--- src/design/hiff_pkg.sv ---
// hiff_pkg: shared types and constants of the hierarchical if-and-only-if scorer.
// Used by hiff_level_cell, hiff_fitness_scorer and hiff_checker; depends on nothing.
package hiff_pkg;

    localparam int LEVELS_DEF     = 16;  // levels of the pairing chain
    localparam int VALUE_BITS_DEF = 8;   // allele bits taken into account
    localparam int ALLELE_W       = 8;   // allele field width on the port
    localparam int SCORE_W        = 20;  // width of each score field
    localparam int OUT_DATA_W     = 40;  // score_total + score_maximum, whole bytes

    // Pair formed in one level cell during the last cycle
    typedef struct packed {
        logic pair;   // two entries met at this level
        logic match;  // they were equal and not null
    } t_pair_evt;

endpackage

--- src/design/hiff_level_cell.sv ---
// hiff_level_cell: one level of the pairing chain, holding the pending entry.
// Depends on hiff_pkg for the pair event type.
module hiff_level_cell
    import hiff_pkg::*;
#(
    parameter int VALUE_BITS = VALUE_BITS_DEF
) (
    input  logic                  i_clk,
    input  logic                  i_rst_n,
    input  logic                  i_clear,
    input  logic                  i_tok_valid,
    input  logic [VALUE_BITS:0]   i_tok_value,   // top bit is the null mark
    output logic                  o_tok_valid,
    output logic [VALUE_BITS:0]   o_tok_value,
    output t_pair_evt             o_evt
);

    localparam logic [VALUE_BITS:0] NullValue = {1'b1, {VALUE_BITS{1'b0}}};

    logic                r_valid, n_valid;
    logic [VALUE_BITS:0] r_value, n_value;
    logic                r_up_valid, n_up_valid;
    logic [VALUE_BITS:0] r_up_value, n_up_value;
    t_pair_evt           r_evt, n_evt;

    always_comb begin
        n_valid    = r_valid;
        n_value    = r_value;
        n_up_valid = 1'b0;
        n_up_value = r_up_value;
        n_evt      = '0;
        if (i_clear) begin
            n_valid = 1'b0;
        end else if (i_tok_valid) begin
            if (!r_valid) begin
                n_valid = 1'b1;
                n_value = i_tok_value;
            end else begin
                n_valid     = 1'b0;
                n_evt.pair  = 1'b1;
                n_evt.match = (r_value == i_tok_value) && !i_tok_value[VALUE_BITS];
                n_up_valid  = 1'b1;
                n_up_value  = n_evt.match ? i_tok_value : NullValue;
            end
        end
    end

    always_ff @(posedge i_clk) begin
        if (!i_rst_n) begin
            r_valid    <= 1'b0;
            r_up_valid <= 1'b0;
            r_evt      <= '0;
        end else begin
            r_valid    <= n_valid;
            r_up_valid <= n_up_valid;
            r_evt      <= n_evt;
        end
        r_value    <= n_value;
        r_up_value <= n_up_value;
    end

    assign o_tok_valid = r_up_valid;
    assign o_tok_value = r_up_value;
    assign o_evt       = r_evt;

endmodule

--- src/design/hiff_fitness_scorer.sv ---
// hiff_fitness_scorer: top level of the hierarchical if-and-only-if fitness scorer.
// Depends on hiff_pkg and instantiates one hiff_level_cell per level.
//
// Alleles arrive one per transfer on the slave stream, tlast marking the final
// allele of a solution. Each allele becomes a token that climbs a chain of
// LEVELS cells, one cell per clock: a cell that is empty keeps the token, a
// cell that already holds an entry forms a pair, reports it and hands the
// merged value (or a null) to the next cell. A pair at level k weighs 2^k; its
// weight always goes into the maximum and, when both entries match and are
// not null, into the total. Entries left unpaired at the end are dropped.
// One allele is in flight at a time: the next transfer is taken only once the
// previous allele is done, whether it injected no token (after overflow), its
// token stayed at level 0 or it climbed the whole chain, the token walking the
// cell chain one level per clock. A tlast allele also waits
// for as long as the previous result is still unread. After the
// allele flagged tlast has finished its walk, one result transfer carries
// score_total and score_maximum (each saturated at 2^20-1) with the overflow
// flag in tuser, and all state clears. The result sits in an output register,
// so a new solution may start while the result waits. Alleles beyond 2^LEVELS
// in one solution are ignored and set overflow. The ratio total/maximum is
// left to software.
module hiff_fitness_scorer
    import hiff_pkg::*;
#(
    parameter int LEVELS     = LEVELS_DEF,
    parameter int VALUE_BITS = VALUE_BITS_DEF
) (
    input  logic                  i_clk,
    input  logic                  i_rst_n,
    // slave stream: alleles
    input  logic                  i_s_tvalid,
    output logic                  o_s_tready,
    input  logic [ALLELE_W-1:0]   i_s_tdata,   // [7:0] allele
    input  logic                  i_s_tlast,   // last allele of the solution
    // master stream: scores
    output logic                  o_m_tvalid,
    input  logic                  i_m_tready,
    output logic [OUT_DATA_W-1:0] o_m_tdata,   // [19:0] score_total, [39:20] score_maximum
    output logic                  o_m_tuser    // [0] overflow
);

    // Accumulator width: the maximum can reach LEVELS * 2^(LEVELS-1)
    localparam int AccRaw = LEVELS + $clog2(LEVELS) + 1;
    localparam int AccW   = (AccRaw > SCORE_W + 1) ? AccRaw : SCORE_W + 1;

    // Token chain: index 0 feeds level 0, index LEVELS leaves the top cell
    logic [LEVELS:0]     w_tok_valid;
    logic [VALUE_BITS:0] w_tok_value [LEVELS+1];
    t_pair_evt           w_evt       [LEVELS];
    logic [LEVELS-1:0]   w_pair_vec;
    logic [LEVELS-1:0]   w_match_vec;

    logic                r_tok_valid;
    logic [VALUE_BITS:0] r_tok_value;
    logic                r_busy, n_busy;
    logic                r_last;
    logic                r_root_done;
    logic                r_overflow;
    logic [AccW-1:0]     r_total;
    logic [AccW-1:0]     r_maximum;
    logic                r_out_valid, n_out_valid;
    logic [SCORE_W-1:0]  r_out_total;
    logic [SCORE_W-1:0]  r_out_maximum;
    logic                r_out_overflow;

    logic w_accept;
    logic w_walk_active;
    logic w_finish;

    assign w_accept = i_s_tvalid && o_s_tready;

    assign w_tok_valid[0] = r_tok_valid;
    assign w_tok_value[0] = r_tok_value;

    genvar g;
    generate
        for (g = 0; g < LEVELS; g++) begin : g_level
            hiff_level_cell #(
                .VALUE_BITS (VALUE_BITS)
            ) u_cell (
                .i_clk       (i_clk),
                .i_rst_n     (i_rst_n),
                .i_clear     (w_finish),
                .i_tok_valid (w_tok_valid[g]),
                .i_tok_value (w_tok_value[g]),
                .o_tok_valid (w_tok_valid[g+1]),
                .o_tok_value (w_tok_value[g+1]),
                .o_evt       (w_evt[g])
            );
            // only one cell pairs per cycle, so the bit vector is the weight
            assign w_pair_vec[g]  = w_evt[g].pair;
            assign w_match_vec[g] = w_evt[g].match;
        end
    endgenerate

    // Token still climbing, or a pair still to be summed
    assign w_walk_active = (|w_tok_valid) || (|w_pair_vec);

    // Walk over; last allele's result loads once the output register is free
    always_comb begin
        n_busy   = r_busy;
        w_finish = 1'b0;
        if (w_accept) begin
            n_busy = 1'b1;
        end else if (r_busy && !w_walk_active) begin
            if (!r_last) begin
                n_busy = 1'b0;
            end else if (!r_out_valid || i_m_tready) begin
                n_busy   = 1'b0;
                w_finish = 1'b1;
            end
        end
    end

    always_comb begin
        n_out_valid = r_out_valid;
        if (w_finish) begin
            n_out_valid = 1'b1;
        end else if (i_m_tready) begin
            n_out_valid = 1'b0;
        end
    end

    always_ff @(posedge i_clk) begin
        if (!i_rst_n) begin
            r_busy      <= 1'b0;
            r_tok_valid <= 1'b0;
            r_last      <= 1'b0;
            r_root_done <= 1'b0;
            r_overflow  <= 1'b0;
            r_total     <= '0;
            r_maximum   <= '0;
            r_out_valid <= 1'b0;
        end else begin
            r_busy      <= n_busy;
            r_out_valid <= n_out_valid;
            // overflowing alleles inject no token
            r_tok_valid <= w_accept && !r_root_done;
            if (w_accept) begin
                r_last <= i_s_tlast;
            end
            if (w_finish) begin
                r_root_done <= 1'b0;
                r_overflow  <= 1'b0;
                r_total     <= '0;
                r_maximum   <= '0;
            end else begin
                if (w_tok_valid[LEVELS]) begin
                    r_root_done <= 1'b1;
                end
                if (w_accept && r_root_done) begin
                    r_overflow <= 1'b1;
                end
                r_total   <= r_total + AccW'(w_match_vec);
                r_maximum <= r_maximum + AccW'(w_pair_vec);
            end
        end
        if (w_accept) begin
            r_tok_value <= {1'b0, VALUE_BITS'(i_s_tdata)};
        end
        if (w_finish) begin
            r_out_total    <= (|r_total[AccW-1:SCORE_W])   ? '1 : r_total[SCORE_W-1:0];
            r_out_maximum  <= (|r_maximum[AccW-1:SCORE_W]) ? '1 : r_maximum[SCORE_W-1:0];
            r_out_overflow <= r_overflow;
        end
    end

    assign o_s_tready = !r_busy;
    assign o_m_tvalid = r_out_valid;
    assign o_m_tdata  = {r_out_maximum, r_out_total};
    assign o_m_tuser  = r_out_overflow;

endmodule

--- config.mk ---
export PLATFORM = sky130hd
export DESIGN_NAME = hiff_fitness_scorer
export DESIGN_NICKNAME = d
export VERILOG_FILES = /design/src/design/hiff_pkg.sv /design/src/design/hiff_level_cell.sv /design/src/design/hiff_fitness_scorer.sv
export SDC_FILE = /design/constraint.sdc
export NUM_CORES = 1
export LEC_CHECK = 0
export BUFFER_PORTS_ARGS = -buffer_cell sky130_fd_sc_hd__buf_2
export CORE_ASPECT_RATIO = 0.75
export CORE_MARGIN = 2
export CORE_UTILIZATION = 34
export CTS_BUF_LIST = sky130_fd_sc_hd__clkbuf_4 sky130_fd_sc_hd__clkbuf_8
export DETAILED_ROUTE_END_ITERATION = 8
export HOLD_SLACK_MARGIN = 0.02
export PLACE_DENSITY_LB_ADDON = 0.25
export SLEW_MARGIN = 20
export SYNTH_ARGS = -nofsm -noshare
export SYNTH_HDL_FRONTEND = slang
export SYNTH_SLANG_ARGS = --single-unit
--- constraint.sdc ---
create_clock -name i_clk -period 7.25 [get_ports i_clk]
set_clock_uncertainty 0.2 [all_clocks]
set_input_delay 0 -clock i_clk [delete_from_list [all_inputs] [get_ports i_clk]]
set_output_delay 0 -clock i_clk [all_outputs]
set_load 0.02 [all_outputs]
==> results.tsv <==
stage	metric	value	unit
floorplanning	dieWidth	262	um
sta	finalCritPeriodShare	0.486	
sta	slew_viol_final	0	
setup_path	startpoint_type	flip-flop	
drt	drt-pass1-iter-count	4	
global_routing	globalRoute.totalOverflow	0	
run_status	status	complete, no violations	
logic_synthesis	syn_avg_cell_area	14.4	sq um
logic_synthesis	yosys.area.top_type	edfxtp_1	
place	gp_congestion	0.828	
final_layout	multi_input_area	5090	sq um
logic_synthesis	yosysWarnings	0	
sta	fmaxAchievable	0.284	GHz
sta	setup_ws	3.72	ns
clocking	ctsHtreeMaxLevel	3	
global_routing	grt_pass1_wl	50.3	mm
place	dp_cells	1871	
drt	drtIter0Drc	471	
clocking	path_clk_slew	0.06	ns
global_routing	grt_pass1_vias	9350	
setup_path	critPathKind	flip-flop to flip-flop	
place	port_buffers	55	
floorplanning	top_level_ports	56	
sta	min_period	3.53	ns
hold_path	hold_path_class	flip-flop to flip-flop	
clocking	cts_tree	built	
drt	wl	30.9	mm
clocking	clockBufferDepth	3	
place	dp_hpwl	22.0	mm
setup_path	crit_path_max_fanout	25	
setup_path	startpoint	g_level[5].u_cell.o_evt[1]	
drt	drc	0	
logic_synthesis	seq_area_frac_synth	0.690	
global_routing	grt_usage	0.123	
logic_synthesis	syn_nets	1230	
drt	ant_nets	0	
logic_synthesis	synth-edff-count	327	
floorplanning	core_area	49000	sq um
drt	wl_met3	1.30	mm
power	irDropWorstVdd	0.000195	V
floorplanning	die_h	198	um
sta	fin_setup_tns	0	ns
place	post_dp_cell_area	18000	sq um
logic_synthesis	ys.flop_type	edfxtp_1	
final_layout	final_cell_count_no_fill	2023	
sta	rsz0062_at_grt	false	
logic_synthesis	ys_types	60	
final_layout	fin_nets	1367	
sta	finalSetupViolCount	0	
final_layout	area_growth	15.6	%
setup_path	r2r_start	g_level[5].u_cell.o_evt[1]	
sta	tightestPinTransition	1.01	ns
floorplanning	num_rows	70	
setup_path	cp_data_required_time	7.60	ns
logic_synthesis	syn_area	17000	sq um
drt	wl_met1	15.4	mm
sta	slew_headroom	0.324	
final_layout	filler_cell_count	4655	
logic_synthesis	syn_inst	1183	
clocking	clock_sinks	423	
clocking	cts-resized-gates	0	
clocking	clockRootBuffer	clkbuf_8	
final_layout	drive_above_1_share	0.174	
logic_synthesis	synth_seq_cells	423	
drt	vias	9094	
global_routing	grt_antenna_before_repair	1	
setup_path	end_kind	flip-flop	
hold_path	hp-start	g_level[14].u_cell.o_tok_value[8]	
floorplanning	start_util	0.347	
logic_synthesis	synthDominantCellAreaShare	0.577	
place	pre_cts_ws	3.91	ns
drt	top_layer_used	met4	
drt	wl_met2	13.4	mm
final_layout	seqCellArea	11700	sq um
clocking	clock_latency	0.61	ns
floorplanning	die_area	51800	sq um
final_layout	fin_area	19700	sq um
sta	report.final.hold_viol_count	0	
logic_synthesis	synthArstFlopShare	0	
global_routing	grt_max_degree	46	
final_layout	post-route-util	0.401	
clocking	cts_buffers	67	
power	power-per-cell-area	237	nW/um^2
logic_synthesis	synth_area_leaders	edfxtp_1 (58%), dfxtp_1 (11%), and2_1 (5.7%)	
drt	post_drt_wl_per_cell	15.3	um
drt	vias_per_cell	4.50	
setup_path	critical_path_arrival	3.88	ns
run	maxCapViolCount	0	
power	total_leakage_power	7.08	nW
[critical path: stages (launching register included)]
cell,delay (ns)
dfxtp_1,0.35
nor4_1,0.48
nand4_1,0.40
nor3_4,0.88
buf_4,0.46
nor2_1,0.07
nor2_1,0.08
dlygate4sd3_1,0.55
[layer usage]
metal | track usage | vias up
li1 | - | 4533
met1 | 0.171 | 4362
met2 | 0.183 | 131
met3 | 0.0319 | 68
met4 | 0.0471 | 0
met5 | 0 | -
[sequential cells by signal, indices dropped and copies added, names as in the netlist]
name	count
r_overflow	1
r_out_total	20
g_level.u_cell.o_tok_valid	2
o_m_tvalid	1
g_level.u_cell.o_evt	30
r_tok_valid	1
r_busy	1
g_level.u_cell.r_valid	16
g_level.u_cell.o_tok_value	135
r_tok_value	8
r_maximum	21
r_root_done	1
r_out_maximum	20
r_last	1
g_level.u_cell.r_value	143
o_m_tuser	1
r_total	21
[cell families (layout without fill, tap and decap cells)]
kind of cell / count (synthesis) / in the layout / synth area share
AND/OR/NAND/NOR: 405 / 405 / 0.141
multiplexers: 5 / 5 / 0.00294
flip-flops: 423 / 423 / 0.690
other: 0 / 1 / 0
AO/OA/AOI/OAI: 101 / 101 / 0.0405
XOR/XNOR: 172 / 172 / 0.0886
buffers and inverters: 43 / 234 / 0.0108
adder cells (fa/ha/maj): 34 / 34 / 0.0259
[stage by stage]
| step | hold slack [ns] | power, W |
|---|---|---|
| after global routing | 0.258 | 0.00485 |
| after CTS | 0.247 | 0.00474 |
| final | 0.252 | 0.00467 |
| after floorplan | -0.101 | 0.00267 |
| after global placement | -0.0202 | 0.00269 |
| after detailed placement | -0.0219 | 0.00269 |
[cell usage after synthesis, types with 5 or more instances]
master / number
clkbuf_1: 7
a21oi_1: 29
nor2b_1: 18
or2_2: 37
xor2_1: 85
and2_1: 156
nor4_1: 18
and3_1: 22
buf_2: 8
nand2_1: 28
mux2i_1: 5
nor2_1: 62
inv_1: 25
ha_1: 32
nand3_1: 8
dfxtp_1: 96
xnor2_1: 87
nor3_1: 5
nor4_2: 14
edfxtp_1: 327
nand4_1: 25
o21ai_0: 23
a31oi_1: 5
a21o_1: 10
[layout by cell type, fill, tap and decap left out, types with 34 or more instances in the layout]
cell type / n
and2_1: 156
xor2_1: 85
clkbuf_4: 34
dfxtp_1: 96
edfxtp_1: 327
or2_2: 37
xnor2_1: 87
clkbuf_8: 72
buf_2: 55
nor2_1: 62
[power by group]
part	internal (W)	switching, W	total [W]
combinational	0.0000234	0.0000300	0.0000535
clock	0.00110	0.000914	0.00201
sequential	0.00259	0.00000782	0.00260
[repair_timing]
item	in CTS	in global routing
hold endpoints to repair	61	0
setup endpoints to repair	0	0
hold buffers	28	0
buffers inserted	0	0
[path summary, 6_finish.rpt]
| path | end | slack, ns | cells after the start |
|---|---|---|---|
| max | o_m_tvalid | 3.72 | 7 |
| min | g_level[15].u_cell.r_value[8] | 0.25 | 0 |
| max reg2reg | o_m_tvalid | 3.72 | 7 |
| min reg2reg | g_level[15].u_cell.r_value[8] | 0.25 | 0 |
[layout make-up]
class	instances	share of cell area
timing repair buffer	86	0.0294
antenna	1	0.000127
sequential	423	0.597
multi-input combinational	717	0.259
clock buffer	106	0.0634
tap	648	0.0412
clock inverter	17	0.00490
inverter	25	0.00477
Note: power is estimated with default switching activity, not from simulation.
